<file path="config.mk">
export PLATFORM = sky130hd
export DESIGN_NAME = lfu_slot_replacement_oldest_tiebreak_core
export DESIGN_NICKNAME = d
export VERILOG_FILES = /design/src/hw/rtl/lfu_pkg.sv /design/src/hw/rtl/lfu_slot_mem.sv /design/src/hw/rtl/lfu_scan_unit.sv /design/src/hw/rtl/lfu_slot_replacement_oldest_tiebreak_core.sv
export SDC_FILE = /design/constraint.sdc
export NUM_CORES = 2
export LEC_CHECK = 0
export BUFFER_PORTS_ARGS = -buffer_cell sky130_fd_sc_hd__buf_2
export CAP_MARGIN = 10
export CORE_ASPECT_RATIO = 0.8
export CORE_MARGIN = 2
export CORE_UTILIZATION = 63
export DETAILED_ROUTE_END_ITERATION = 10
export PLACE_DENSITY = 0.86
export SLEW_MARGIN = 0
export SYNTH_ARGS = -nofsm -noshare
export SYNTH_HDL_FRONTEND = slang
export SYNTH_SLANG_ARGS = --single-unit
</file>
<file path="constraint.sdc">
create_clock -name clk -period 8.1 [get_ports clk]
set_clock_uncertainty 0.2 [all_clocks]
set_input_delay 1.62 -clock clk [delete_from_list [all_inputs] [get_ports clk]]
set_output_delay 1.62 -clock clk [all_outputs]
set_load 0.005 [all_outputs]
</file>
<file path="src/hw/rtl/lfu_pkg.sv">
// ----------------------------------------------------------------------------
// LFU slot replacement package
// Shared types, field widths and codes for the LFU slot replacement core.
// ----------------------------------------------------------------------------
package lfu_pkg;

    localparam int ID_W          = 8;
    localparam int VOTE_W        = 10;
    localparam int CFG_W         = 6;
    localparam int KIND_W        = 2;
    localparam int MAX_SLOTS_DEF = 32;
    localparam int STAMP_W_DEF   = 32;

    localparam logic [CFG_W-1:0]  FRAMES_RESET = CFG_W'(20);
    localparam logic [VOTE_W-1:0] VOTE_MAX     = {VOTE_W{1'b1}};

    typedef enum logic {
        OP_RECOMMEND = 1'b0,
        OP_LIST      = 1'b1
    } op_t;

    typedef enum logic [KIND_W-1:0] {
        KIND_RECOMMEND = 2'd0,
        KIND_ENTRY     = 2'd1,
        KIND_EMPTY     = 2'd2
    } kind_t;

    typedef enum logic [1:0] {
        ST_IDLE,
        ST_SCAN,
        ST_UPDATE,
        ST_LIST_EMIT
    } state_t;

    typedef struct packed {
        op_t             opcode;
        logic [ID_W-1:0] candidate_id;
    } cmd_t;

    typedef struct packed {
        kind_t             result_kind;
        logic              hit;
        logic              evicted_valid;
        logic [ID_W-1:0]   evicted_id;
        logic [ID_W-1:0]   entry_id;
        logic [VOTE_W-1:0] entry_votes;
        logic              last;
    } result_t;

    // Control from the sequencer to the scan unit.
    typedef struct packed {
        logic clear;
        logic data_vld;
        logic mode_list;
        logic have_prev;
    } scan_ctl_t;

    // Status flags reported by the scan unit.
    typedef struct packed {
        logic match_found;
        logic free_found;
        logic vic_found;
        logic min_found;
    } scan_flags_t;

endpackage

</file>
<file path="src/hw/rtl/lfu_slot_mem.sv">
// ----------------------------------------------------------------------------
// LFU slot memory
// Slot storage for id, votes and stamp with a registered read port and
// per-slot valid bits cleared by reset.
// ----------------------------------------------------------------------------
module lfu_slot_mem #(
    parameter int MAX_SLOTS = lfu_pkg::MAX_SLOTS_DEF,
    parameter int STAMP_W   = lfu_pkg::STAMP_W_DEF,
    parameter int IDX_W     = (MAX_SLOTS > 1) ? $clog2(MAX_SLOTS) : 1
) (
    input  logic                      clk,
    input  logic                      rst_n,
    input  logic                      rd_en,
    input  logic [IDX_W-1:0]          rd_addr,
    output logic                      rd_valid,
    output logic [lfu_pkg::ID_W-1:0]  rd_id,
    output logic [lfu_pkg::VOTE_W-1:0] rd_votes,
    output logic [STAMP_W-1:0]        rd_stamp,
    input  logic                      we,
    input  logic [IDX_W-1:0]          wr_addr,
    input  logic [lfu_pkg::ID_W-1:0]  wr_id,
    input  logic [lfu_pkg::VOTE_W-1:0] wr_votes,
    input  logic [STAMP_W-1:0]        wr_stamp
);
    import lfu_pkg::*;

    logic [ID_W-1:0]    id_mem    [MAX_SLOTS];
    logic [VOTE_W-1:0]  votes_mem [MAX_SLOTS];
    logic [STAMP_W-1:0] stamp_mem [MAX_SLOTS];
    logic [MAX_SLOTS-1:0] valid_reg;

    always_ff @(posedge clk or negedge rst_n)
    begin
        if (!rst_n)
        begin
            valid_reg <= '0;
            rd_valid  <= 1'b0;
        end
        else
        begin
            if (we)
            begin
                valid_reg[wr_addr] <= 1'b1;
            end
            if (rd_en)
            begin
                rd_valid <= valid_reg[rd_addr];
            end
        end
    end

    always_ff @(posedge clk)
    begin
        if (we)
        begin
            id_mem[wr_addr]    <= wr_id;
            votes_mem[wr_addr] <= wr_votes;
            stamp_mem[wr_addr] <= wr_stamp;
        end
        if (rd_en)
        begin
            rd_id    <= id_mem[rd_addr];
            rd_votes <= votes_mem[rd_addr];
            rd_stamp <= stamp_mem[rd_addr];
        end
    end

endmodule

</file>
<file path="src/hw/rtl/lfu_scan_unit.sv">
// ----------------------------------------------------------------------------
// LFU scan unit
// Shared compare unit that looks at one slot a cycle and keeps the running
// match, free slot, eviction victim and smallest listable id.
// ----------------------------------------------------------------------------
module lfu_scan_unit #(
    parameter int MAX_SLOTS = lfu_pkg::MAX_SLOTS_DEF,
    parameter int STAMP_W   = lfu_pkg::STAMP_W_DEF,
    parameter int IDX_W     = (MAX_SLOTS > 1) ? $clog2(MAX_SLOTS) : 1,
    parameter int CNT_W     = $clog2(MAX_SLOTS + 1)
) (
    input  logic                       clk,
    input  logic                       rst_n,
    input  lfu_pkg::scan_ctl_t         ctl,
    input  logic [IDX_W-1:0]           slot_idx,
    input  logic                       slot_valid,
    input  logic [lfu_pkg::ID_W-1:0]   slot_id,
    input  logic [lfu_pkg::VOTE_W-1:0] slot_votes,
    input  logic [STAMP_W-1:0]         slot_stamp,
    input  logic [lfu_pkg::ID_W-1:0]   key_id,
    input  logic [lfu_pkg::ID_W-1:0]   prev_id,
    output lfu_pkg::scan_flags_t       flags,
    output logic [CNT_W-1:0]           count,
    output logic [IDX_W-1:0]           match_idx,
    output logic [lfu_pkg::VOTE_W-1:0] match_votes,
    output logic [STAMP_W-1:0]         match_stamp,
    output logic [IDX_W-1:0]           free_idx,
    output logic [IDX_W-1:0]           vic_idx,
    output logic [lfu_pkg::ID_W-1:0]   vic_id,
    output logic [lfu_pkg::ID_W-1:0]   min_id,
    output logic [lfu_pkg::VOTE_W-1:0] min_votes
);
    import lfu_pkg::*;

    scan_flags_t        flags_reg;
    logic [CNT_W-1:0]   count_reg;
    logic [IDX_W-1:0]   match_idx_reg;
    logic [VOTE_W-1:0]  match_votes_reg;
    logic [STAMP_W-1:0] match_stamp_reg;
    logic [IDX_W-1:0]   free_idx_reg;
    logic [IDX_W-1:0]   vic_idx_reg;
    logic [VOTE_W-1:0]  vic_votes_reg;
    logic [STAMP_W-1:0] vic_stamp_reg;
    logic [ID_W-1:0]    vic_id_reg;
    logic [ID_W-1:0]    min_id_reg;
    logic [VOTE_W-1:0]  min_votes_reg;

    logic take_match;
    logic take_free;
    logic take_vic;
    logic take_min;

    always_comb
    begin
        take_match = 1'b0;
        take_free  = 1'b0;
        take_vic   = 1'b0;
        take_min   = 1'b0;
        if (ctl.data_vld)
        begin
            if (ctl.mode_list)
            begin
                // Smallest id above the one listed last.
                take_min = slot_valid
                           && (!ctl.have_prev || slot_id > prev_id)
                           && (!flags_reg.min_found || slot_id < min_id_reg);
            end
            else if (slot_valid)
            begin
                take_match = (slot_id == key_id);
                // Fewest votes first, then the oldest stamp, then the smaller id.
                take_vic = !flags_reg.vic_found
                           || (slot_votes < vic_votes_reg)
                           || (slot_votes == vic_votes_reg && slot_stamp < vic_stamp_reg)
                           || (slot_votes == vic_votes_reg && slot_stamp == vic_stamp_reg
                               && slot_id < vic_id_reg);
            end
            else
            begin
                take_free = !flags_reg.free_found;
            end
        end
    end

    always_ff @(posedge clk or negedge rst_n)
    begin
        if (!rst_n)
        begin
            flags_reg <= '0;
            count_reg <= '0;
        end
        else if (ctl.clear)
        begin
            flags_reg <= '0;
            count_reg <= '0;
        end
        else
        begin
            if (ctl.data_vld && slot_valid)
            begin
                count_reg <= count_reg + CNT_W'(1);
            end
            if (take_match)
            begin
                flags_reg.match_found <= 1'b1;
            end
            if (take_free)
            begin
                flags_reg.free_found <= 1'b1;
            end
            if (take_vic)
            begin
                flags_reg.vic_found <= 1'b1;
            end
            if (take_min)
            begin
                flags_reg.min_found <= 1'b1;
            end
        end
    end

    always_ff @(posedge clk)
    begin
        if (take_match)
        begin
            match_idx_reg   <= slot_idx;
            match_votes_reg <= slot_votes;
            match_stamp_reg <= slot_stamp;
        end
        if (take_free)
        begin
            free_idx_reg <= slot_idx;
        end
        if (take_vic)
        begin
            vic_idx_reg   <= slot_idx;
            vic_votes_reg <= slot_votes;
            vic_stamp_reg <= slot_stamp;
            vic_id_reg    <= slot_id;
        end
        if (take_min)
        begin
            min_id_reg    <= slot_id;
            min_votes_reg <= slot_votes;
        end
    end

    assign flags       = flags_reg;
    assign count       = count_reg;
    assign match_idx   = match_idx_reg;
    assign match_votes = match_votes_reg;
    assign match_stamp = match_stamp_reg;
    assign free_idx    = free_idx_reg;
    assign vic_idx     = vic_idx_reg;
    assign vic_id      = vic_id_reg;
    assign min_id      = min_id_reg;
    assign min_votes   = min_votes_reg;

endmodule

</file>
<file path="src/hw/rtl/lfu_slot_replacement_oldest_tiebreak_core.sv">
// ----------------------------------------------------------------------------
// LFU slot replacement core with oldest-first tiebreak
// Vote-counting slot store: recommends add votes or insert ids with
// least-votes, oldest-stamp eviction; list requests report ids ascending.
// ----------------------------------------------------------------------------
//
//  Channel   Handshake               Word
//  -------   ---------------------   ------------------------------------
//  command   start & !busy           cmd      (opcode, candidate_id)
//  result    done (one cycle)        result   (kind, hit, eviction, entry)
//  config    cfg_we                  cfg_data (frames_in_use)
//
// A recommend scans every slot, reading one slot per cycle through the single
// read port of the slot memory, whose read data is registered; the update
// state then writes the slot and registers the result word for the ports.
// A list takes one such scan per resident id (one id is found per pass), or
// a single scan when the store is empty; each pass ends with one result
// word.
// busy stays high from acceptance until the last word is on the result ports,
// and a new command may be accepted in that very cycle. Reset empties all
// slots at once through the valid flags and clears the sequence counter.
// The receiver cannot stall: each result word is present for one cycle only.
//
module lfu_slot_replacement_oldest_tiebreak_core #(
    parameter int MAX_SLOTS = lfu_pkg::MAX_SLOTS_DEF,
    parameter int STAMP_W   = lfu_pkg::STAMP_W_DEF
) (
    input  logic                      clk,
    input  logic                      rst_n,
    input  logic                      start,
    output logic                      busy,
    input  lfu_pkg::cmd_t             cmd,
    output logic                      done,
    output lfu_pkg::result_t          result,
    input  logic                      cfg_we,
    input  logic [lfu_pkg::CFG_W-1:0] cfg_data
);
    import lfu_pkg::*;

    localparam int IDX_W = (MAX_SLOTS > 1) ? $clog2(MAX_SLOTS) : 1;
    localparam int CNT_W = $clog2(MAX_SLOTS + 1);
    localparam int CW    = (CNT_W > CFG_W) ? CNT_W : CFG_W;
    localparam logic [IDX_W-1:0] LAST_IDX = IDX_W'(MAX_SLOTS - 1);

    // Sequencer state.
    state_t             state_reg, state_next;
    op_t                op_reg, op_next;
    logic [ID_W-1:0]    key_reg, key_next;
    logic [CNT_W-1:0]   idx_reg, idx_next;
    logic               pipe_vld_reg, pipe_vld_next;
    logic [IDX_W-1:0]   pipe_idx_reg, pipe_idx_next;
    logic [STAMP_W-1:0] seq_reg, seq_next;
    logic [CFG_W-1:0]   frames_reg;
    logic [ID_W-1:0]    prev_id_reg, prev_id_next;
    logic               have_prev_reg, have_prev_next;
    logic [CNT_W-1:0]   emitted_reg, emitted_next;
    logic               done_reg, done_next;
    result_t            result_reg, result_next;

    // Memory and scan unit connections.
    logic               rd_en;
    logic               rd_valid;
    logic [ID_W-1:0]    rd_id;
    logic [VOTE_W-1:0]  rd_votes;
    logic [STAMP_W-1:0] rd_stamp;
    logic               we;
    logic [IDX_W-1:0]   wr_addr;
    logic [ID_W-1:0]    wr_id;
    logic [VOTE_W-1:0]  wr_votes;
    logic [STAMP_W-1:0] wr_stamp;

    scan_ctl_t          ctl;
    scan_flags_t        flags;
    logic [CNT_W-1:0]   count;
    logic [IDX_W-1:0]   match_idx;
    logic [VOTE_W-1:0]  match_votes;
    logic [STAMP_W-1:0] match_stamp;
    logic [IDX_W-1:0]   free_idx;
    logic [IDX_W-1:0]   vic_idx;
    logic [ID_W-1:0]    vic_id;
    logic [ID_W-1:0]    min_id;
    logic [VOTE_W-1:0]  min_votes;

    // Update helpers.
    logic [CW-1:0]      limit;
    logic               evict;
    logic [VOTE_W-1:0]  votes_inc;
    logic               list_last;

    lfu_slot_mem #(
        .MAX_SLOTS (MAX_SLOTS),
        .STAMP_W   (STAMP_W),
        .IDX_W     (IDX_W)
    ) u_mem (
        .clk      (clk),
        .rst_n    (rst_n),
        .rd_en    (rd_en),
        .rd_addr  (idx_reg[IDX_W-1:0]),
        .rd_valid (rd_valid),
        .rd_id    (rd_id),
        .rd_votes (rd_votes),
        .rd_stamp (rd_stamp),
        .we       (we),
        .wr_addr  (wr_addr),
        .wr_id    (wr_id),
        .wr_votes (wr_votes),
        .wr_stamp (wr_stamp)
    );

    lfu_scan_unit #(
        .MAX_SLOTS (MAX_SLOTS),
        .STAMP_W   (STAMP_W),
        .IDX_W     (IDX_W),
        .CNT_W     (CNT_W)
    ) u_scan (
        .clk         (clk),
        .rst_n       (rst_n),
        .ctl         (ctl),
        .slot_idx    (pipe_idx_reg),
        .slot_valid  (rd_valid),
        .slot_id     (rd_id),
        .slot_votes  (rd_votes),
        .slot_stamp  (rd_stamp),
        .key_id      (key_reg),
        .prev_id     (prev_id_reg),
        .flags       (flags),
        .count       (count),
        .match_idx   (match_idx),
        .match_votes (match_votes),
        .match_stamp (match_stamp),
        .free_idx    (free_idx),
        .vic_idx     (vic_idx),
        .vic_id      (vic_id),
        .min_id      (min_id),
        .min_votes   (min_votes)
    );

    // The configured limit is pulled into the range one to MAX_SLOTS.
    always_comb
    begin
        if (frames_reg == '0)
        begin
            limit = CW'(1);
        end
        else if (CW'(frames_reg) > CW'(MAX_SLOTS))
        begin
            limit = CW'(MAX_SLOTS);
        end
        else
        begin
            limit = CW'(frames_reg);
        end
    end

    assign evict     = (CW'(count) >= limit) && flags.vic_found;
    assign votes_inc = (match_votes == VOTE_MAX) ? match_votes : match_votes + VOTE_W'(1);
    assign list_last = ((emitted_reg + CNT_W'(1)) == count);

    always_comb
    begin
        state_next     = state_reg;
        op_next        = op_reg;
        key_next       = key_reg;
        idx_next       = idx_reg;
        pipe_vld_next  = 1'b0;
        pipe_idx_next  = pipe_idx_reg;
        seq_next       = seq_reg;
        prev_id_next   = prev_id_reg;
        have_prev_next = have_prev_reg;
        emitted_next   = emitted_reg;
        done_next      = 1'b0;
        result_next    = result_reg;

        rd_en          = 1'b0;
        we             = 1'b0;
        wr_addr        = match_idx;
        wr_id          = key_reg;
        wr_votes       = votes_inc;
        wr_stamp       = match_stamp;

        ctl.clear      = 1'b0;
        ctl.data_vld   = pipe_vld_reg;
        ctl.mode_list  = (op_reg == OP_LIST);
        ctl.have_prev  = have_prev_reg;

        case (state_reg)
            ST_IDLE:
            begin
                if (start)
                begin
                    op_next        = cmd.opcode;
                    key_next       = cmd.candidate_id;
                    idx_next       = '0;
                    have_prev_next = 1'b0;
                    emitted_next   = '0;
                    ctl.clear      = 1'b1;
                    state_next     = ST_SCAN;
                end
            end

            ST_SCAN:
            begin
                // Reads are issued one slot ahead of the compare.
                rd_en = (idx_reg < CNT_W'(MAX_SLOTS));
                if (rd_en)
                begin
                    idx_next      = idx_reg + CNT_W'(1);
                    pipe_vld_next = 1'b1;
                    pipe_idx_next = idx_reg[IDX_W-1:0];
                end
                if (pipe_vld_reg && pipe_idx_reg == LAST_IDX)
                begin
                    state_next = (op_reg == OP_LIST) ? ST_LIST_EMIT : ST_UPDATE;
                end
            end

            ST_UPDATE:
            begin
                we                        = 1'b1;
                result_next.result_kind   = KIND_RECOMMEND;
                result_next.hit           = flags.match_found;
                result_next.entry_id      = key_reg;
                result_next.last          = 1'b1;
                result_next.evicted_valid = 1'b0;
                result_next.evicted_id    = '0;
                if (flags.match_found)
                begin
                    result_next.entry_votes = votes_inc;
                end
                else
                begin
                    // A new id goes to the victim when the store is at its
                    // limit, otherwise to the lowest free slot.
                    if (evict)
                    begin
                        wr_addr                   = vic_idx;
                        result_next.evicted_valid = 1'b1;
                        result_next.evicted_id    = vic_id;
                    end
                    else if (flags.free_found)
                    begin
                        wr_addr = free_idx;
                    end
                    else
                    begin
                        wr_addr = vic_idx;
                    end
                    wr_votes                = VOTE_W'(1);
                    wr_stamp                = seq_reg;
                    result_next.entry_votes = VOTE_W'(1);
                end
                seq_next   = seq_reg + STAMP_W'(1);
                done_next  = 1'b1;
                state_next = ST_IDLE;
            end

            ST_LIST_EMIT:
            begin
                done_next                 = 1'b1;
                result_next.hit           = 1'b0;
                result_next.evicted_valid = 1'b0;
                result_next.evicted_id    = '0;
                if (count == '0)
                begin
                    result_next.result_kind = KIND_EMPTY;
                    result_next.entry_id    = '0;
                    result_next.entry_votes = '0;
                    result_next.last        = 1'b1;
                    state_next              = ST_IDLE;
                end
                else
                begin
                    result_next.result_kind = KIND_ENTRY;
                    result_next.entry_id    = min_id;
                    result_next.entry_votes = min_votes;
                    result_next.last        = list_last;
                    prev_id_next            = min_id;
                    have_prev_next          = 1'b1;
                    emitted_next            = emitted_reg + CNT_W'(1);
                    if (list_last)
                    begin
                        state_next = ST_IDLE;
                    end
                    else
                    begin
                        // Start another pass for the next larger id.
                        idx_next   = '0;
                        ctl.clear  = 1'b1;
                        state_next = ST_SCAN;
                    end
                end
            end

            default:
            begin
                state_next = ST_IDLE;
            end
        endcase
    end

    always_ff @(posedge clk or negedge rst_n)
    begin
        if (!rst_n)
        begin
            state_reg     <= ST_IDLE;
            pipe_vld_reg  <= 1'b0;
            seq_reg       <= '0;
            frames_reg    <= FRAMES_RESET;
            have_prev_reg <= 1'b0;
            done_reg      <= 1'b0;
        end
        else
        begin
            state_reg     <= state_next;
            pipe_vld_reg  <= pipe_vld_next;
            seq_reg       <= seq_next;
            have_prev_reg <= have_prev_next;
            done_reg      <= done_next;
            if (cfg_we)
            begin
                frames_reg <= cfg_data;
            end
        end
    end

    always_ff @(posedge clk)
    begin
        op_reg       <= op_next;
        key_reg      <= key_next;
        idx_reg      <= idx_next;
        pipe_idx_reg <= pipe_idx_next;
        prev_id_reg  <= prev_id_next;
        emitted_reg  <= emitted_next;
        result_reg   <= result_next;
    end

    assign busy   = (state_reg != ST_IDLE);
    assign done   = done_reg;
    assign result = result_reg;

endmodule
</file>
==> results_dict.tcl <==
set metrics [dict create \
    top_register "u_mem.stamp_mem" \
    switching_share 0.2836 \
    grt_usage 0.3304 \
    post-route-period-util 0.7600 \
    synth_edf_count 1840 \
    utilization 0.7019 \
    hold_class "reg2reg" \
    ys_seq_area_frac 0.7651 \
    async_reset_ff_frac 0.04465 \
    r2r_setup_slack_ps 1940 \
    syn_avg_cell_area_sq_um 21.95 \
    clock.fmax_ghz 0.1624 \
    clkPwrFrac 0.306 \
    intPower_uw 19080 \
    area_delta_synth_final_pct 10.83 \
    drc_errors 0 \
    final_common_cell "edfxtp_1" \
    endpoint_kind "flop" \
    worstHoldStart "u_mem.valid_reg[2]" \
    worst_skew_pair.late_latency_ps 800 \
    required_ps 8300 \
    cp_data_arrival_time_ps 6360 \
    dp_hpwl_um 98430 \
    antenna_found_initial 7 \
    drt-total-wl_um 199300 \
    ir_worst_vdd_uv 469.1 \
    start_util 0.6333 \
    p_per_area_nw_per_um2 320.2 \
    p_leak_uw 0.02695 \
    die_area_sq_um 121900 \
    core_sq_um 118500 \
    yosys_warnings 0 \
    layout_common_cells "edfxtp_1 (1840), mux4_2 (509), clkbuf_16 (173)" \
    comb_power_share 0.254 \
    wl_per_cell_um 37.78 \
    cts.sinks 1926 \
    min_to "u_mem.valid_reg[2]" \
    syn_area_sq_um 75030 \
    cp-start-kind "flop" \
    first_global_vias 39294 \
    cts_resized 0 \
    hold_viol 0 \
    critPathMaxFanout 45 \
    netlist_top_cells_area "edfxtp_1 (74%), mux4_2 (15%), dfrtp_1 (2.8%)" \
    synthDistinctLibCells 58 \
    fillCellCount 6270 \
    hold_buffers 0 \
    tightest_slew_ps 1430 \
    port_buffers 51 \
    reg2reg_to "u_mem.stamp_mem[7][12]" \
    clockRootBuffer "clkbuf_16" \
    ioPinCount 52 \
    drive_gt1_frac 0.2695 \
    critPathKind "reg2reg" \
    finalCriticalPeriod_ps 6156 \
    vias 38794 \
    outcome "finished, final reports clean" \
    p_seq_frac 0.441 \
    switchingPower_uw 7550 \
    postCtsSetupBuffers 0 \
    ys_ff_latch 1926 \
    nets 3686 \
    drt_iter0_drc 6676 \
    synth_cells 3419 \
    min_path_cells 1 \
    reg2reg_from "state_reg[0]" \
    vias_per_cell 7.353 \
    grt_pass1_wl_um 284300 \
    grt_max_degree 143 \
    die_h_um 312.7 \
    cts.clk_slew.worst_paths_ps 60 \
    syn_nets 3519 \
    synth_top_area_frac 0.7364 \
    cts_buffer_depth 3 \
    grt-ovfl-total 0 \
    dr.pass1.iters 9 \
    slew_violations 0 \
    htreeDepth 4 \
    antenna_left 0 \
    rsz0062_at_grt "no" \
    drv_cap 0 \
    setup_viol 0 \
    synth_ff_type "edfxtp_1" \
    top_regs "u_mem.stamp_mem x1024, u_mem.votes_mem x320, u_mem.id_mem x256" \
    cts_buffers 167 \
    slew_headroom 0.04637 \
    cts_tree "built" \
    die_w_um 389.8 \
    synth_area_leader_cell "edfxtp_1" \
    largest_reg_flops 1024 \
    row_count 113 \
    setup-tns-final_ps 0 \
    gp_congestion 0.8703 \
    rr_worst_depth 8 \
]
==> per-layer routing <==
layer	GRT usage	up-vias	share of wire
li1	-	14435	-
met3	0.09449	699	0.13
met2	0.5151	3780	0.48
met1	0.4541	19870	0.34
met4	0.1249	10	0.047
met5	0	-	0.00033
==> cell usage after synthesis (13+ instances only) <==
cell	instances
o21ai_0	30
ha_1	81
and3_1	14
a21o_1	18
o21bai_1	30
edfxtp_1	1840
buf_4	30
inv_1	96
nor2b_1	13
mux2_2	59
nand4_1	25
nand3_1	21
nor3_1	15
mux4_2	509
a21oi_1	27
dfrtp_1	84
xnor2_1	41
buf_1	22
nor2_1	80
buf_2	23
xor2_1	21
and2_1	14
clkbuf_1	75
nand2_1	153
==> worst max-delay path by stage <==
| stage | startpoint | endpoint | slack [ps] | depth (start not counted) |
|---|---|---|---|---|
| 5_1_grt | state_reg[0] | u_mem.stamp_mem[7][3] | 1980 | 8 |
| 6_report | state_reg[0] | u_mem.stamp_mem[7][12] | 1940 | 8 |
| 2_1_floorplan | frames_reg[1] | u_mem.id_mem[13][0] | 1550 | 11 |
| 3_3_place_gp | state_reg[0] | u_mem.stamp_mem[11][27] | 2730 | 8 |
| 3_5_place_dp | state_reg[0] | u_mem.stamp_mem[11][18] | 2330 | 8 |
| 4_1_cts | state_reg[0] | u_mem.stamp_mem[11][19] | 1870 | 8 |
==> per-stage QoR <==
stage | cell area [sq um] | hold slack, ps | worst slack, ps | power [uW] | instances
2_1_floorplan | 75030 | 224.4 | 1545 | 16540 | 3419
5_1_grt | 83160 | 285.9 | 1980 | 27250 | 5274
6_report | 83160 | 279.8 | 1944 | 26630 | 5276
4_1_cts | 82940 | 279.9 | 1867 | 26560 | 5263
3_3_place_gp | 77560 | 258.0 | 2734 | 18130 | 4958
3_5_place_dp | 77560 | 260.1 | 2326 | 18390 | 4958
==> final cells by class <==
class,instances,area [sq um],share of cell area
antenna,2,5.005,0.00006018
clock buffer,221,4539,0.05459
clock inverter,84,842.1,0.01013
inverter,96,361.6,0.004348
multi-input combinational,1247,16850,0.2026
sequential,1926,57410,0.6903
tap,1552,1942,0.02335
timing repair buffer,148,1216,0.01462
==> power by group through the flow <==
| stage | clock, uW | combinational (uW) | sequential [uW] |
|---|---|---|---|
| 3_3_place_gp | 0 | 6230 | 11900 |
| 2_1_floorplan | 0 | 4710 | 11800 |
| 6_report | 8130 | 6750 | 11700 |
| 4_1_cts | 8140 | 6690 | 11700 |
| 5_1_grt | 8480 | 7020 | 11800 |
| 3_5_place_dp | 0 | 6470 | 11900 |
==> worst max-delay path, cell delays in order, from the launching register on <==
cell and delay [ps]:
dfrtp_1 410, inv_1 130, ha_1 600, nand2b_2 830
a2111oi_0 1130, a21o_1 280, a22oi_1 440, nor2_4 1000
buf_4 640
==> cell families (layout without fill, tap and decap cells) <==
logic type / count (synthesis) / in the layout / synth area share
simple gates: 373 / 373 / 0.02303
compound gates: 151 / 151 / 0.01334
buf+inv: 246 / 549 / 0.01419
xor+xnor: 64 / 64 / 0.007837
fa+ha+maj: 81 / 81 / 0.01351
other cells: 0 / 2 / 0
flops: 1926 / 1926 / 0.7651
mux: 578 / 578 / 0.1630
Note: power is estimated with default switching activity, not from simulation.
